File: src/ppmd_pkg.sv
// Shared constants, register codes and store access types for the PPM frame decoder.
// No dependencies.
package ppmd_pkg;

  localparam int CHANNELS_DEFAULT = 8;
  localparam int CH_IDX_W         = 4;
  localparam int TIME_W           = 32;
  localparam int VALUE_W          = 27;
  localparam int CHAN_W           = 8;
  localparam int PADDR_W          = 4;

  localparam logic [1:0] REG_SYNC_MIN  = 2'd0;
  localparam logic [1:0] REG_SYNC_MAX  = 2'd1;
  localparam logic [1:0] REG_PULSE_MIN = 2'd2;
  localparam logic [1:0] REG_PULSE_MAX = 2'd3;

  localparam logic [TIME_W-1:0] SYNC_MIN_RESET  = 32'd250000;
  localparam logic [TIME_W-1:0] SYNC_MAX_RESET  = 32'd750000;
  localparam logic [TIME_W-1:0] PULSE_MIN_RESET = 32'd45000;
  localparam logic [TIME_W-1:0] PULSE_MAX_RESET = 32'd105000;

  // x / 50 == (x * DIV_MULT) >> DIV_SHIFT for every 32-bit x
  localparam logic [31:0] DIV_MULT  = 32'd2748779070;
  localparam int          DIV_SHIFT = 37;

  localparam logic [VALUE_W-1:0] NEUTRAL_READ = 27'd1500;

  typedef struct packed {
    logic                en;
    logic [CH_IDX_W-1:0] addr;
    logic [TIME_W-1:0]   data;
  } store_wr_t;

  typedef struct packed {
    logic                en;
    logic [CH_IDX_W-1:0] addr;
  } store_rd_t;

endpackage

File: src/ppmd_if.sv
// Valid/ready channel interfaces for decoder requests and responses.
// Depends on ppmd_pkg.
interface ppmd_req_if;
  import ppmd_pkg::*;
  logic                func;
  logic [TIME_W-1:0]   capture_time;
  logic [CHAN_W-1:0]   channel;
  logic                valid;
  logic                ready;
  modport source (output valid, func, capture_time, channel, input ready);
  modport sink   (input valid, func, capture_time, channel, output ready);
endinterface

interface ppmd_rsp_if;
  import ppmd_pkg::*;
  logic [VALUE_W-1:0]  channel_value;
  logic                locked;
  logic [TIME_W-1:0]   interval;
  logic                valid;
  logic                ready;
  modport source (output valid, channel_value, locked, interval, input ready);
  modport sink   (input valid, channel_value, locked, interval, output ready);
endinterface

File: src/ppmd_chan_store.sv
// Channel width memory: one write port, one registered read port, per-entry valid bits.
// Depends on ppmd_pkg.
module ppmd_chan_store #(
  parameter int CHANNELS = ppmd_pkg::CHANNELS_DEFAULT
) (
  input  logic                          clk,
  input  logic                          rst,
  input  ppmd_pkg::store_wr_t           wr,
  input  ppmd_pkg::store_rd_t           rd,
  output logic [ppmd_pkg::TIME_W-1:0]   rd_data
);
  import ppmd_pkg::*;

  localparam int AW = (CHANNELS > 1) ? $clog2(CHANNELS) : 1;

  logic [TIME_W-1:0]   mem [CHANNELS];
  logic [CHANNELS-1:0] written;
  logic [TIME_W-1:0]   q;
  logic                q_hit;

  always_ff @(posedge clk) begin
    if (wr.en) begin
      mem[wr.addr[AW-1:0]] <= wr.data;
    end
    if (rd.en) begin
      q <= mem[rd.addr[AW-1:0]];
    end
  end

  // unwritten entries read as zero
  always_ff @(posedge clk) begin
    if (rst) begin
      written <= '0;
      q_hit   <= 1'b0;
    end else begin
      if (wr.en) begin
        written[wr.addr[AW-1:0]] <= 1'b1;
      end
      if (rd.en) begin
        q_hit <= written[rd.addr[AW-1:0]];
      end
    end
  end

  assign rd_data = q_hit ? q : '0;

endmodule

File: src/ppm_frame_decoder_core.sv
// PPM frame decoder top level: APB registers, position machine and response pipeline.
// Depends on ppmd_pkg, ppmd_if and ppmd_chan_store.
//
// Accepts one request per clock cycle while the response side is not stalled, and
// returns one response for each through stage 1 and the output stage. Edge requests
// update the position machine and previous edge time in the cycle they are accepted,
// so back-to-back edges chain without bubbles. Channel widths live in a CHANNELS-entry
// memory with a registered read; a read request's stored width is scaled by 1/50 with
// a constant multiply registered into the output stage. Reset clears the store at once
// through per-entry valid bits, so no clearing pass is needed.
module ppm_frame_decoder_core #(
  parameter int CHANNELS = ppmd_pkg::CHANNELS_DEFAULT
) (
  input  logic                          clk,
  input  logic                          rst,
  ppmd_req_if.sink                      req,
  ppmd_rsp_if.source                    rsp,
  input  logic                          psel,
  input  logic                          penable,
  input  logic                          pwrite,
  input  logic [ppmd_pkg::PADDR_W-1:0]  paddr,
  input  logic [31:0]                   pwdata,
  output logic [31:0]                   prdata,
  output logic                          pready
);
  import ppmd_pkg::*;

  localparam int PW = $clog2(CHANNELS + 3);
  localparam logic [PW-1:0] POS_LAST   = PW'(CHANNELS);
  localparam logic [PW-1:0] POS_WAIT   = PW'(CHANNELS + 1);
  localparam logic [PW-1:0] POS_UNSYNC = PW'(CHANNELS + 2);

  logic [TIME_W-1:0] sync_min, sync_max, pulse_min, pulse_max;
  logic [PW-1:0]     position, position_next;
  logic [TIME_W-1:0] previous_edge;
  logic [TIME_W-1:0] gap;
  logic              is_sync, is_pulse;
  logic              req_xfer, edge_xfer, read_xfer;
  logic              adv_out;
  store_wr_t         wr;
  store_rd_t         rd;
  logic [TIME_W-1:0] store_q;
  logic [63:0]       prod;
  logic [VALUE_W-1:0] value;

  logic              s1_valid;
  logic              s1_func;
  logic              s1_oor;
  logic              s1_locked;
  logic [TIME_W-1:0] s1_interval;

  logic               out_valid;
  logic [VALUE_W-1:0] out_value;
  logic               out_locked;
  logic [TIME_W-1:0]  out_interval;

  // configuration
  assign pready = 1'b1;

  always_ff @(posedge clk) begin
    if (rst) begin
      sync_min  <= SYNC_MIN_RESET;
      sync_max  <= SYNC_MAX_RESET;
      pulse_min <= PULSE_MIN_RESET;
      pulse_max <= PULSE_MAX_RESET;
    end else if (psel && penable && pwrite) begin
      case (paddr[3:2])
        REG_SYNC_MIN:  sync_min  <= pwdata;
        REG_SYNC_MAX:  sync_max  <= pwdata;
        REG_PULSE_MIN: pulse_min <= pwdata;
        REG_PULSE_MAX: pulse_max <= pwdata;
        default: ;
      endcase
    end
  end

  always_comb begin
    case (paddr[3:2])
      REG_SYNC_MIN:  prdata = sync_min;
      REG_SYNC_MAX:  prdata = sync_max;
      REG_PULSE_MIN: prdata = pulse_min;
      REG_PULSE_MAX: prdata = pulse_max;
      default:       prdata = '0;
    endcase
  end

  // handshake
  assign adv_out   = !out_valid || rsp.ready;
  assign req.ready = !s1_valid || adv_out;
  assign req_xfer  = req.valid && req.ready;
  assign edge_xfer = req_xfer && !req.func;
  assign read_xfer = req_xfer && req.func;

  // position machine
  assign gap      = req.capture_time - previous_edge;
  assign is_sync  = (gap >= sync_min) && (gap <= sync_max);
  assign is_pulse = (gap >= pulse_min) && (gap <= pulse_max);

  always_comb begin
    position_next = position;
    wr.en   = 1'b0;
    wr.addr = '0;
    wr.data = gap;
    if (position >= POS_UNSYNC) begin
      position_next = is_sync ? POS_WAIT : POS_UNSYNC;
    end else if (position == POS_WAIT) begin
      if (is_pulse) begin
        wr.en         = edge_xfer;
        position_next = PW'(1);
      end else begin
        position_next = POS_UNSYNC;
      end
    end else if (position == POS_LAST) begin
      position_next = is_sync ? POS_WAIT : POS_UNSYNC;
    end else begin
      // middle pulse: bad widths are skipped but still advance
      wr.en         = edge_xfer && is_pulse;
      wr.addr       = CH_IDX_W'(position);
      position_next = position + PW'(1);
    end
  end

  always_ff @(posedge clk) begin
    if (rst) begin
      position      <= POS_UNSYNC;
      previous_edge <= '0;
    end else if (edge_xfer) begin
      position      <= position_next;
      previous_edge <= req.capture_time;
    end
  end

  assign rd.en   = read_xfer && (req.channel < CHAN_W'(CHANNELS));
  assign rd.addr = req.channel[CH_IDX_W-1:0];

  ppmd_chan_store #(
    .CHANNELS (CHANNELS)
  ) u_store (
    .clk     (clk),
    .rst     (rst),
    .wr      (wr),
    .rd      (rd),
    .rd_data (store_q)
  );

  // stage 1: waits on the store read
  always_ff @(posedge clk) begin
    if (rst) begin
      s1_valid <= 1'b0;
    end else if (req.ready) begin
      s1_valid <= req.valid;
    end
  end

  always_ff @(posedge clk) begin
    if (req_xfer) begin
      s1_func     <= req.func;
      s1_oor      <= req.channel >= CHAN_W'(CHANNELS);
      s1_locked   <= req.func ? (position < POS_UNSYNC) : (position_next < POS_UNSYNC);
      s1_interval <= req.func ? '0 : gap;
    end
  end

  // divide by 50 through reciprocal multiply
  assign prod = 64'(store_q) * 64'(DIV_MULT);

  always_comb begin
    if (!s1_func) begin
      value = '0;
    end else if (s1_oor) begin
      value = NEUTRAL_READ;
    end else begin
      value = prod[DIV_SHIFT+VALUE_W-1:DIV_SHIFT];
    end
  end

  // output stage
  always_ff @(posedge clk) begin
    if (rst) begin
      out_valid <= 1'b0;
    end else if (adv_out) begin
      out_valid <= s1_valid;
    end
  end

  always_ff @(posedge clk) begin
    if (adv_out && s1_valid) begin
      out_value    <= value;
      out_locked   <= s1_locked;
      out_interval <= s1_interval;
    end
  end

  assign rsp.valid         = out_valid;
  assign rsp.channel_value = out_value;
  assign rsp.locked        = out_locked;
  assign rsp.interval      = out_interval;

endmodule
File: src/flat_wrapper.sv
// flat-port wrapper written by rule: the top's interface ports become plain ports
module ppm_frame_decoder_core_flat import ppmd_pkg::*;
#(
  parameter int CHANNELS = ppmd_pkg::CHANNELS_DEFAULT
)
  (clk, rst, psel, penable, pwrite, paddr, pwdata, prdata, pready, req_valid, req_func, req_capture_time, req_channel, req_ready, rsp_valid, rsp_channel_value, rsp_locked, rsp_interval, rsp_ready);
  ppmd_req_if req_i ();
  ppmd_rsp_if rsp_i ();
  input  logic clk;
  input  logic rst;
  input  logic psel;
  input  logic penable;
  input  logic pwrite;
  input  logic [ppmd_pkg::PADDR_W-1:0] paddr;
  input  logic [31:0] pwdata;
  output logic [31:0] prdata;
  output logic pready;
  input wire logic [$bits(req_i.valid)-1:0] req_valid;
  input wire logic [$bits(req_i.func)-1:0] req_func;
  input wire logic [$bits(req_i.capture_time)-1:0] req_capture_time;
  input wire logic [$bits(req_i.channel)-1:0] req_channel;
  output wire logic [$bits(req_i.ready)-1:0] req_ready;
  output wire logic [$bits(rsp_i.valid)-1:0] rsp_valid;
  output wire logic [$bits(rsp_i.channel_value)-1:0] rsp_channel_value;
  output wire logic [$bits(rsp_i.locked)-1:0] rsp_locked;
  output wire logic [$bits(rsp_i.interval)-1:0] rsp_interval;
  input wire logic [$bits(rsp_i.ready)-1:0] rsp_ready;
  assign req_i.valid = req_valid;
  assign req_i.func = req_func;
  assign req_i.capture_time = req_capture_time;
  assign req_i.channel = req_channel;
  assign req_ready = req_i.ready;
  assign rsp_valid = rsp_i.valid;
  assign rsp_channel_value = rsp_i.channel_value;
  assign rsp_locked = rsp_i.locked;
  assign rsp_interval = rsp_i.interval;
  assign rsp_i.ready = rsp_ready;
  ppm_frame_decoder_core #(.CHANNELS(CHANNELS)) u_core (.clk(clk), .rst(rst), .req(req_i), .rsp(rsp_i), .psel(psel), .penable(penable), .pwrite(pwrite), .paddr(paddr), .pwdata(pwdata), .prdata(prdata), .pready(pready));
endmodule
File: config.mk
export PLATFORM = sky130hd
export DESIGN_NAME = ppm_frame_decoder_core_flat
export DESIGN_NICKNAME = d
export VERILOG_FILES = /design/src/ppmd_pkg.sv /design/src/ppmd_if.sv /design/src/ppmd_chan_store.sv /design/src/ppm_frame_decoder_core.sv /design/src/flat_wrapper.sv
export SDC_FILE = /design/constraint.sdc
export NUM_CORES = 2
export LEC_CHECK = 0
export BUFFER_PORTS_ARGS = -buffer_cell sky130_fd_sc_hd__buf_2
export CORE_MARGIN = 2
export CORE_UTILIZATION = 58
export DETAILED_ROUTE_END_ITERATION = 16
export GPL_ROUTABILITY_DRIVEN = 0
export PLACE_DENSITY = 0.78
export RECOVER_POWER = 50
export SLEW_MARGIN = 20
export SYNTH_ARGS = -nofsm -noshare
export SYNTH_HDL_FRONTEND = slang
export SYNTH_HIERARCHICAL = 1
export SYNTH_SLANG_ARGS = --single-unit
File: constraint.sdc
create_clock -name clk -period 9.6 [get_ports clk]
set_input_delay 1.44 -clock clk [delete_from_list [all_inputs] [get_ports clk]]
set_output_delay 1.44 -clock clk [all_outputs]
set_load 0.02 [all_outputs]
# After elaboration in Yosys (flattened, before gate mapping)
# Memory sizes are Yosys's and may differ from the RTL's. A register that Yosys moved wholly into a read port is not among the register bits.
# Index checks and enable logic that the tools add are counted.
# op_classes
n_addsub	2
mul	1
n_lt_le_gt_ge	12
n_eq_ne	5
mux	20
bitwise	2
reduce_logical	22
# ops
cell	count
$pmux W32 S4	1
$ge A32 B32 Y1	2
$le A32 B32 Y1	2
$mul A32 B31 Y63 const B	1
$mux W32	1
$sub A32 B32 Y32	1
$mux W4	5
$logic_and A1 B1 Y1	11
$mux W11	1
$mux W5	2
$eq A4 B4 Y1 const B	2
$ge A8 B4 Y1 const B	1
$lt A3 B4 Y1 const B	2
$lt A4 B4 Y1 const B	2
$lt A8 B4 Y1 const B	1
$or A8 B8 Y8	1
$reduce_and A2 Y1	4
$mux W1	7
$add A4 B1 Y4 const B	1
$eq A2 B2 Y1 const B	2
$ge A4 B4 Y1 const B	1
$bmux W1 S3	1
$demux W1 S3	1
$ge A3 B1 Y1 const B	1
other kinds (7)	10
# word_totals
reg_bits	270
mem_bits_rw	256
inputBits	84
n_memories	1
# mem_list
memory	depth	width	rd	rd_ports_with_merged_regs	wr	line	rtl
u_core.u_store.mem	8	32	1	1	1	ppmd_chan_store.sv:16	logic [TIME_W-1:0] mem [CHANNELS];

# Logic depth before layout (Yosys ltp)
# depth
word_depth	14
mapped_depth	27

# Modules after synthesis
# Netlist, hierarchy kept.
# modules_own_cells
mod	n_inst	cells_per_inst	area_per_inst_um2	seq_area_each_um2
ppm_frame_decoder_core	1	3384	31941.9	6175.9
ppmd_chan_store	1	478	11293.3	8828.5

# Worst setup path after synthesis
# Ideal clock, no wire load.
# synth_timing
kind	input -> register
from	in req_capture_time[0]
to	mem u_core.u_store.mem[0][0], enable pin
setup_ns	0.516
arrival_time_ns	9.104
slack_ns	-0.020
path_stages	21
cell_sequence	inv_1 -> ha_1 -> inv_1 -> fa_1 -> a21o_1 -> a21oi_2 -> o21ai_2 -> a311o_1 -> a2111oi_4 -> o31ai_2 -> a311oi_2 -> xnor2_1 -> ha_1 -> nand4_1 -> nor2_1 -> nand3_1 -> nor4_1 -> a211oi_1 -> a21oi_1 -> nor3b_1 -> nor4b_1
# synth_lines
element	line	rtl
start: declaration	flat_wrapper.sv:20	input wire logic [$bits(req_i.capture_time)-1:0] req_capture_time;
end: declaration	ppmd_chan_store.sv:16	

# Worst setup path after layout
# layout_timing
from	reg u_core.u_store.q_hit
to	reg u_core.out_value[22], in the netlist u_core/rsp.channel_value[22] (data pin)
# layout_between
elab_chain_len	2
# layout_rtl
element	line	rtl
start: declaration	ppmd_chan_store.sv:19	logic q_hit;
start signal: assignment	ppmd_chan_store.sv:40	q_hit <= written[rd.addr[AW-1:0]];
$mux W32	ppmd_chan_store.sv:45	assign rd_data = q_hit ? q : '0;
named net u_core.store_q[14]	ppm_frame_decoder_core.sv:42	logic [TIME_W-1:0] store_q;
$mul A32 B31 Y63	ppm_frame_decoder_core.sv:165	assign prod = 64'(store_q) * 64'(DIV_MULT);
end signal: assignment	ppm_frame_decoder_core.sv:188	out_value <= value;
end: declaration	ppm_frame_decoder_core.sv:53	logic [VALUE_W-1:0] out_value;
# The timed path passes the listed nets, and every way through them passes these cells.
# A chain may end at the register's enable or synchronous reset.

==> summary.txt <==
Status
  • Outcome: finished with violations
  • Failing checks: max-capacitance violations, max-slew violations

Worst setup path
  • RR Endpoint: u_core/rsp.channel_value[22]$_SDFFCE_PP0P_
  • R2r startpoint: u_core/u_store/q_hit$_SDFFE_PP0P_
  • Number of stages on the worst setup path: 22
  • Crit path max fanout: 24
  • Slowest-stage cell, CP: dfxtp_1
  • CP endpoint kind: flop
  • Worst path bufs/invs: 3
  • Worst R2R Path Depth: 22
  • Data required, critical path: 9960 ps
  • Crit-path most repeated cell: fa_1
  • Critical path startpoint category: flop
  • Max incr delay on CP: around 850 ps
  • Cell family contributing the most delay on the critical path: adder cells
  • Worst Setup Path Type: reg -> reg
  • R2r setup slk: slightly above 700 ps
  • CP cell instances: buf_4, and2_1, ha_1, fa_1, fa_1, fa_1, fa_1, fa_1, fa_1, inv_1, fa_1, inv_1, ha_1, o21ai_0, a22oi_1, and3_1, a2bb2oi_1, o2111ai_1, a2111oi_2, o21ai_0, a21boi_0, nor3_1
  • Crit path DAT: between 9000 and 10,000 ps

Placed design
  • Buffers added on ports: around 180
  • Post-DP HPWL: between 80,000 and 90,000 um
  • Placed cell area: approximately 45,000 um^2
  • Placed Cells: slightly below 5,000

Timing
  • Max-slew violations: around 580
  • Fmax: around 110 MHz
  • Final setup vio count: 0
  • Worst Max-Slew Pin Slew: 3910 ps
  • Crit share post-route: between 90 and 100%
  • Period minus WS final: 8890 ps
  • RSZ-0062 raised after global routing: false
  • Fin Setup TNS: 0 ps
  • Post-Route Skew: 45.1 ps
  • Max-slew headroom: -161%
  • Final Hold Vio Count: 0

Worst hold path
  • HP Start: u_core/s1_interval[9]$_SDFFCE_PP0P_
  • Hold path endpoint: u_core/rsp.interval[9]$_DFFE_PP_
  • Hold Crit Class: reg -> reg
  • Cell depth of the worst hold path: 0

Layout
  • Fin util: 63.7%
  • Non-Filler Instances: ~5,100
  • Share of layout cells above drive strength 1: 9.35%
  • Area delta synth->final: 9.11%
  • Fill count: ~5,600
  • NumNets Final: 5,089
  • Post-route cell area: 47,200 um^2

Detailed routing
  • Aggregate routed wire length: approximately 110,000 um
  • Routed Antenna Nets: 0
  • Vias per cell: between 5 and 6
  • DR pass1 iterations: 8
  • Routed vias: approximately 30,000
  • WL per Instance: roughly 21 um
  • Residual DRC: 0
  • 1st-iter DRT viols: 2,302

Power and ir drop
  • Sw frac: a little over a quarter
  • Comb power frac: approximately 16%
  • Leak pwr: around 22 nW
  • Max IR drop VDD: between 0.15 and 0.2 mV
  • Cell Int Power: ~4.3 mW
  • Power Density: approximately 120 nW/um^2
  • Pwr Total: slightly below 6 mW
  • Share of power burned in registers: between 40% and 50%
  • P_sw: 1.54 mW
  • Clk pwr share: between 30% and 40%

Synthesis
  • Mean Syn Cell Area: 11.2 um^2
  • Post-Syn Nets: 4,891
  • Synthesized area: 43,200 um^2
  • Mapped Cells: 3,861
  • Synth warnings: 6

GRT
  • Antenna violations before repair: 3
  • Largest net degree at the start of global routing: 66
  • Remaining Overflow, GRT: 0
  • Wire length of the first global-routing pass: 168,000 um
  • Total GRT Usage: between 20% and 30%
  • Vias in the first global route: roughly 30,000

Die
  • Total die area: 76,700 um^2
  • Ports: between 150 and 200
  • Initial Utilization: around 58%
  • Die H: 277 um
  • Cell Rows: 100
  • Core area: ~74,000 um^2
  • Die width: around 280 um

Clock tree
  • Clock Sink Count: between 500 and 600
  • CTS tree: done
  • Post-cts sizing count: 0
  • Post-CTS Setup Bufs: 0
  • Max H-tree Level: 2
  • Reg clk slew, reported paths: 60 ps
  • Clk root buf: clkbuf_16
  • Worst skew pair latency: 630 ps
  • Total CTS buffers: 55
  • Clk buf depth: 3
  • Cts hold-fix bufs: 0

Job
  • Number of max-cap violations: 13
## routing by layer
metal	vias to the layer above	global-route usage [%]	share of wire (%)
li1	13400	-	-
met4	0	14.0	5.5
met5	-	0	0
met3	281	4.66	7.8
met2	1170	48.6	49
met1	14500	35.7	38
## layout make-up
type,instances,area (um^2),share of cell area [%]
multi-input cells,2375,24700,52.3
flip-flops and latches,558,15000,31.8
inverters,828,3110,6.59
clock buffers,73,1530,3.24
repair buffers,241,1230,2.62
well taps,969,1210,2.57
clock inverters,30,384,0.814
diodes,3,7.51,0.0159
## flip-flops by register name, summed over array words and instances, names as in the netlist, 4 cells and up
| name | count |
|---|---|
| u_core/position | 4 |
| u_core/rsp.channel_value | 27 |
| u_core/u_store/mem | 256 |
| u_core/u_store/q | 32 |
| u_core/sync_max | 32 |
| u_core/u_store/written | 8 |
| u_core/pulse_max | 32 |
| u_core/s1_interval | 32 |
| u_core/sync_min | 32 |
| u_core/rsp.interval | 32 |
| u_core/previous_edge | 32 |
| u_core/pulse_min | 32 |
## worst register-to-register path, stage by stage (launching register included)
cell and delay, ps:
dfxtp_1 850, buf_4 290, and2_1 570, ha_1 390, fa_1 520, fa_1 540
fa_1 440, fa_1 540, fa_1 540, fa_1 570, inv_1 60, fa_1 530
inv_1 80, ha_1 390, o21ai_0 120, a22oi_1 160, and3_1 230, a2bb2oi_1 390
o2111ai_1 340, a2111oi_2 620, o21ai_0 210, a21boi_0 190, nor3_1 70
## power groups by stage
stage	Combinational, mW	Clock (mW)	Sequential [mW]
finish	0.922	2.25	2.70
detailed placement	0.913	0	2.75
CTS	0.925	2.28	2.70
global route	1.01	2.36	2.70
global placement	0.889	0	2.75
floorplan	0.570	0	2.76
## through the flow
step,setup slack (ps),hold WS (ps)
2_1_floorplan,267,400
3_3_place_gp,993,402
3_5_place_dp,871,405
4_1_cts,850,419
5_1_grt,339,421
6_report,711,417
## worst max path at each step
stage,from,to
floorplan,req_capture_time[0],u_core/u_store/mem[2][0]$_DFFE_PP_
global route,u_core/u_store/q_hit$_SDFFE_PP0P_,u_core/rsp.channel_value[22]$_SDFFCE_PP0P_
finish,u_core/u_store/q_hit$_SDFFE_PP0P_,u_core/rsp.channel_value[22]$_SDFFCE_PP0P_
detailed placement,u_core/u_store/q_hit$_SDFFE_PP0P_,u_core/rsp.channel_value[22]$_SDFFCE_PP0P_
CTS,u_core/u_store/q_hit$_SDFFE_PP0P_,u_core/rsp.channel_value[22]$_SDFFCE_PP0P_
global placement,u_core/u_store/q_hit$_SDFFE_PP0P_,u_core/rsp.channel_value[22]$_SDFFCE_PP0P_
## layout by cell type, fill, tap and decap left out, types with 13 or more instances in the layout
cell type,n
o211ai_1,48
o21ai_0,51
nand3_1,29
nand2b_1,13
nand2_1,345
buf_2,108
nor2_1,84
xnor2_1,25
and3_1,17
a21oi_1,239
fa_1,390
mux4_2,93
a211oi_1,16
dfxtp_1,175
clkbuf_1,100
ha_1,556
buf_4,43
inv_1,826
a31oi_1,18
nor2b_1,20
clkbuf_16,57
a21o_1,102
edfxtp_1,383
mux2_1,15
nor3_1,24
xor2_1,19
and2_1,57
nand4_1,33
No activity file was read; power rests on OpenSTA's default activity.
